[config.mk]
export PLATFORM = sky130hd
export DESIGN_NAME = rbf_ctrl
export DESIGN_NICKNAME = d
export VERILOG_FILES = /design/src/sv/rbf_pkg.sv /design/src/sv/rbf_ctrl.sv
export SDC_FILE = /design/constraint.sdc
export NUM_CORES = 1
export LEC_CHECK = 0
export ABC_CLOCK_PERIOD_IN_PS = 2200
export BUFFER_PORTS_ARGS = -buffer_cell sky130_fd_sc_hd__buf_2
export CORE_UTILIZATION = 44
export DETAILED_ROUTE_END_ITERATION = 12
export PLACE_DENSITY = 0.7
export SLEW_MARGIN = 20
export SYNTH_ARGS = -nofsm -noshare
export SYNTH_HDL_FRONTEND = slang
export SYNTH_SLANG_ARGS = --single-unit
[constraint.sdc]
create_clock -name clk_i -period 2.2 [get_ports clk_i]
set_input_delay 0.44 -clock clk_i [delete_from_list [all_inputs] [get_ports clk_i]]
set_output_delay 0.44 -clock clk_i [all_outputs]
set_load 0.01 [all_outputs]
[src/sv/rbf_pkg.sv]
// ----------------------------------------------------------------------------
// RBF kernel evaluator package
// Shared widths, arithmetic constants, controller types and the reciprocal
// table used by the series divider.
// ----------------------------------------------------------------------------
`default_nettype none

package rbf_pkg;

  localparam int unsigned ELEM_W   = 16;
  localparam int unsigned GAIN_W   = 24;
  localparam int unsigned SUM_W    = 48;
  localparam int unsigned KERNEL_W = 17;
  localparam int unsigned ARG_W    = 28;  // clamped argument, unsigned Q.24
  localparam int unsigned BIG_W    = 36;  // argument in Q.32
  localparam int unsigned S_W      = 33;  // series value, up to 1.0 in Q.32
  localparam int unsigned N_W      = 5;   // whole powers of two taken out
  localparam int unsigned BIT_W    = 3;   // index into the quotient bits
  localparam int unsigned TERM_W   = 4;
  localparam int unsigned RECIP_W  = 36;

  localparam logic [SUM_W-1:0]   SUM_MAX     = 48'hFFFF_FFFF_FFFF;
  localparam logic [GAIN_W-1:0]  GAIN_RESET  = 24'd32768;
  localparam logic [ARG_W-1:0]   ARG_CLAMP   = 28'd201326592;  // 12.0 in Q.24
  localparam logic [31:0]        LN2_Q32     = 32'd2977044472;
  localparam logic [S_W-1:0]     ONE_Q32     = 33'h1_0000_0000;
  localparam logic [TERM_W-1:0]  SERIES_TERMS = 4'd12;
  localparam logic [BIT_W-1:0]   DIV_TOP     = 3'd4;
  localparam logic [5:0]         OUT_SHIFT   = 6'd16;

  typedef enum logic [2:0] {
    ST_IDLE,
    ST_MUL_HI,
    ST_MUL_LO,
    ST_ARG,
    ST_DIV,
    ST_SER_MUL,
    ST_SER_DIV,
    ST_FINISH
  } state_e;

  typedef struct packed {
    logic              accept;
    logic              mul_hi;
    logic              mul_lo;
    logic              arg;
    logic              div_step;
    logic [BIT_W-1:0]  div_bit;
    logic              ser_mul;
    logic              ser_div;
    logic [TERM_W-1:0] term;
    logic              load_out;
  } cmd_t;

  typedef struct packed {
    logic out_busy;
  } sts_t;

  // ceil(2^36 / k): floor(v * m >> 36) equals floor(v / k) for any 32-bit v.
  // A divisor of one bypasses the table.
  function automatic logic [RECIP_W-1:0] recip(input logic [TERM_W-1:0] k);
    logic [RECIP_W-1:0] m;
    unique case (k)
      4'd2:    m = 36'd34359738368;
      4'd3:    m = 36'd22906492246;
      4'd4:    m = 36'd17179869184;
      4'd5:    m = 36'd13743895348;
      4'd6:    m = 36'd11453246123;
      4'd7:    m = 36'd9817068106;
      4'd8:    m = 36'd8589934592;
      4'd9:    m = 36'd7635497416;
      4'd10:   m = 36'd6871947674;
      4'd11:   m = 36'd6247225158;
      4'd12:   m = 36'd5726623062;
      default: m = '0;
    endcase
    return m;
  endfunction

endpackage

`default_nettype wire

[src/sv/rbf_ctrl.sv]
// ----------------------------------------------------------------------------
// RBF controller
// Sequences accumulation, the argument product, range reduction, the Horner
// series and the output load.
// ----------------------------------------------------------------------------
`default_nettype none

module rbf_ctrl (
  input  wire logic          clk_i,
  input  wire logic          rst_ni,
  input  wire logic          in_valid_i,
  input  wire logic          in_last_i,
  output logic               in_ready_o,
  input  wire rbf_pkg::sts_t sts_i,
  output rbf_pkg::cmd_t      cmd_o
);

  rbf_pkg::state_e                  state_q, state_d;
  logic [rbf_pkg::BIT_W-1:0]        bit_q, bit_d;
  logic [rbf_pkg::TERM_W-1:0]       term_q, term_d;

  always_ff @(posedge clk_i or negedge rst_ni) begin
    if (!rst_ni) begin
      state_q <= rbf_pkg::ST_IDLE;
      bit_q   <= '0;
      term_q  <= '0;
    end else begin
      state_q <= state_d;
      bit_q   <= bit_d;
      term_q  <= term_d;
    end
  end

  always_comb begin
    state_d = state_q;
    bit_d   = bit_q;
    term_d  = term_q;
    unique case (state_q)
      rbf_pkg::ST_IDLE: begin
        if (in_valid_i && in_last_i) begin
          state_d = rbf_pkg::ST_MUL_HI;
        end
      end
      rbf_pkg::ST_MUL_HI: state_d = rbf_pkg::ST_MUL_LO;
      rbf_pkg::ST_MUL_LO: state_d = rbf_pkg::ST_ARG;
      rbf_pkg::ST_ARG: begin
        bit_d   = rbf_pkg::DIV_TOP;
        state_d = rbf_pkg::ST_DIV;
      end
      rbf_pkg::ST_DIV: begin
        if (bit_q == '0) begin
          term_d  = rbf_pkg::SERIES_TERMS;
          state_d = rbf_pkg::ST_SER_MUL;
        end else begin
          bit_d = bit_q - 1'b1;
        end
      end
      rbf_pkg::ST_SER_MUL: state_d = rbf_pkg::ST_SER_DIV;
      rbf_pkg::ST_SER_DIV: begin
        if (term_q == 4'd1) begin
          state_d = rbf_pkg::ST_FINISH;
        end else begin
          term_d  = term_q - 1'b1;
          state_d = rbf_pkg::ST_SER_MUL;
        end
      end
      rbf_pkg::ST_FINISH: begin
        if (!sts_i.out_busy) begin
          state_d = rbf_pkg::ST_IDLE;
        end
      end
      default: state_d = rbf_pkg::ST_IDLE;
    endcase
  end

  always_comb begin
    cmd_o         = '0;
    in_ready_o    = 1'b0;
    cmd_o.div_bit = bit_q;
    cmd_o.term    = term_q;
    unique case (state_q)
      rbf_pkg::ST_IDLE: begin
        in_ready_o   = 1'b1;
        cmd_o.accept = in_valid_i;
      end
      rbf_pkg::ST_MUL_HI:  cmd_o.mul_hi   = 1'b1;
      rbf_pkg::ST_MUL_LO:  cmd_o.mul_lo   = 1'b1;
      rbf_pkg::ST_ARG:     cmd_o.arg      = 1'b1;
      rbf_pkg::ST_DIV:     cmd_o.div_step = 1'b1;
      rbf_pkg::ST_SER_MUL: cmd_o.ser_mul  = 1'b1;
      rbf_pkg::ST_SER_DIV: cmd_o.ser_div  = 1'b1;
      rbf_pkg::ST_FINISH:  cmd_o.load_out = !sts_i.out_busy;
      default:             cmd_o        = '0;
    endcase
  end

endmodule

`default_nettype wire

==> results.sh <==
export IMPL_antenna_found_initial=0
export IMPL_vias=642
export IMPL_grt_use_total_pct=18.7
export IMPL_rr_worst_depth=5
export IMPL_vias_per_cell=5.63
export IMPL_syn_area_per_cell_um2=9.26
export IMPL_insertion_delay_ps=280
export IMPL_grt_overflow=0
export IMPL_ioPinCount=21
export IMPL_use_met2_pct=25.8
export IMPL_slew_viol_final=0
export IMPL_cts_sinks=10
export IMPL_synth_top_cells_by_area="dfrtp_1 (35%), ha_1 (6.9%), inv_1 (4.7%)"
export IMPL_synthMuxAreaShare_pct=4.16
export IMPL_ys_ff_latch=10
export IMPL_netlist_instances=78
export IMPL_min_path_type="in -> async"
export IMPL_syn_area_um2=722
export IMPL_dp_cells=111
export IMPL_peakVddDrop_mv=0.804
export IMPL_synth_commonest_cells="dfrtp_1 (10), inv_1 (9)"
export IMPL_diodes=0
export IMPL_slew_limit_headroom_pct=66.2
export IMPL_cts_resized_gates=0
export IMPL_synth_warnings=0
export IMPL_hpwlAfterDp_um=1030
export IMPL_wl_per_cell_um=12.6
export IMPL_maxCapViolations=0
export IMPL_cts_tree="done"
export IMPL_skew_ps=9.83
export IMPL_drive_above_1_share_pct=30.6
export IMPL_routabilityCongestion=0.787
export IMPL_numCtsBuffers=3
export IMPL_path_class="reg -> out"
export IMPL_area_growth_pct=15.3
export IMPL_synth_compound_area_share_pct=19.6
export IMPL_finish_net_count=109
export IMPL_status="completed"
export IMPL_yosys_cell_count_top_type="dfrtp_1"
export IMPL_core_rowCount=14
export IMPL_use_met3_pct=2.59
export IMPL_yosys_area_top_type="dfrtp_1"
export IMPL_clock_fmax_mhz=527
export IMPL_power_density_nw_per_um2=1430
export IMPL_fin_crit_ps=1900
export IMPL_start_util_pct=47.4
export IMPL_setup_viol=0
export IMPL_end_kind="output pin"
export IMPL_post_cts_setup_buffer_count=0
export IMPL_die_width_um=42.5
export IMPL_seqCellArea_um2=250
export IMPL_post_place_ws_ps=610
export IMPL_drc=0
export IMPL_synth_top_family_by_area="simple AND/OR/NAND/NOR gates"
export IMPL_io_buffers=20
export IMPL_cp_required_ps=1760
export IMPL_dieArea_um2=1810
export IMPL_synth_fp_nets=87
export IMPL_startpoint_type="flip-flop"
export IMPL_synth_xor_xnor_area_share_pct=0
export IMPL_final_cells=114
export IMPL_synth_edf_count=0
export IMPL_p_leak_nw=0.427
export IMPL_root_buffer="clkbuf_4"
export IMPL_postCtsHoldBufs=0
export IMPL_antenna_left=0
export IMPL_power_total_w=0.00119
export IMPL_grt_setup_unrepaired="no"
export IMPL_grtUsageMet1_pct=25.7
export IMPL_first_pass_iters=4
export IMPL_ys_flop_type="dfrtp_1"
export IMPL_finalCritPeriodShare_pct=86.3
export IMPL_async_flop_share_pct=100
export IMPL_fillers=151
export IMPL_cts_buffer_depth=2
export IMPL_synth_seq_area_share_pct=34.7
export IMPL_grt_busiest_layer="met2"
export IMPL_path_clk_slew_ps=70
export IMPL_multi_input_area_um2=405
export IMPL_die_y_um=42.5
export IMPL_worst_pin_slew_ps=507
export IMPL_drt_initial_drc_count=10
export IMPL_grt_pass1_vias=560
export IMPL_critPathMaxFanout=14
export IMPL_setup_slack_ps=301
export IMPL_cp_data_arrival_time_ps=1460
export IMPL_core_um2=1520
export IMPL_yosysTopAreaCellShare_pct=34.7
export IMPL_cts_htree_levels=1
export IMPL_finish_utilization_pct=54.6
export IMPL_synthSimpleGateAreaFrac_pct=25.5
export IMPL_synthAdderAreaFrac_pct=6.93
export IMPL_grt_pass1_wl_um=2460
export IMPL_wl_um=1440
export IMPL_tns_ps=0
export IMPL_hold_viol=0
export IMPL_ys_types=34
export IMPL_grt_max_degree=17
layout make-up:
class,count,area share (%)
multi-input combinational,56,48.7
sequential,10,30.1
timing repair buffer,20,12.0
inverter,9,4.06
clock buffer,3,2.71
tap,16,2.41
flip-flops by register name, summed over array words and instances (netlist names):
name and flops:
bit_q 3, state_q 3, term_q 4
layout by cell type (no fill, tap or decap):
cell type,count
a211o_2,1
a21oi_1,4
a21oi_2,1
a221oi_2,1
and2_1,2
and2_2,1
and2b_1,1
and3_1,2
and3b_1,1
buf_2,20
clkbuf_4,3
dfrtp_1,10
ha_1,4
inv_1,9
mux2i_1,3
nand2_1,4
nand2b_1,2
nand3_1,1
nand3b_1,1
nor2_1,3
nor2b_1,3
nor3_1,3
nor3_2,1
nor3b_1,3
o211ai_1,1
o21ai_0,4
o221ai_1,2
o22a_2,1
o22ai_1,1
o2bb2ai_1,2
o31a_1,1
or3_1,1
or3b_4,1
through the flow:
stage | hold WS (ps) | cell area, µm²
3_3_place_gp | 326 | 810
3_5_place_dp | 325 | 810
6_report | 11.5 | 832
5_1_grt | 45.9 | 832
2_1_floorplan | 144 | 722
4_1_cts | 24.4 | 832
metal layers:
layer	routed length [µm]	share of wire (%)
met1	688	48
met2	635	44
met3	59	4.1
met4	52	3.6
met5	0	0
critical path, stage by stage, from the launching register on:
cell and delay (ps):
dfrtp_1 600, nand2_1 200, nor3_1 210, buf_2 170
power breakdown:
part | internal, W | switching (W) | total, W
sequential | 0.000268 | 0.000158 | 0.000425
clock | 0.0000634 | 0.0000691 | 0.000133
combinational | 0.000305 | 0.000328 | 0.000634
total | 0.000636 | 0.000555 | 0.00119
kinds of logic (layout without fill, tap and decap cells):
family,after synthesis,count (layout)
flops,10,10
simple gates,30,30
mux,3,3
compound gates,19,19
buf+inv,12,32
fa+ha+maj,4,4
path summary, 6_finish.rpt:
path,startpoint,to,slack [ps]
max in group asynchronous,rst_ni,state_q[2],1980
worst max register to register,bit_q[1],bit_q[1],630
worst min register to register,bit_q[0],bit_q[0],500
min in group clk_i,sts_i,state_q[2],450
worst min-delay path,rst_ni,term_q[3],10
worst max-delay path,state_q[1],cmd_o[0],300
Note: power is estimated with default switching activity, not from simulation.
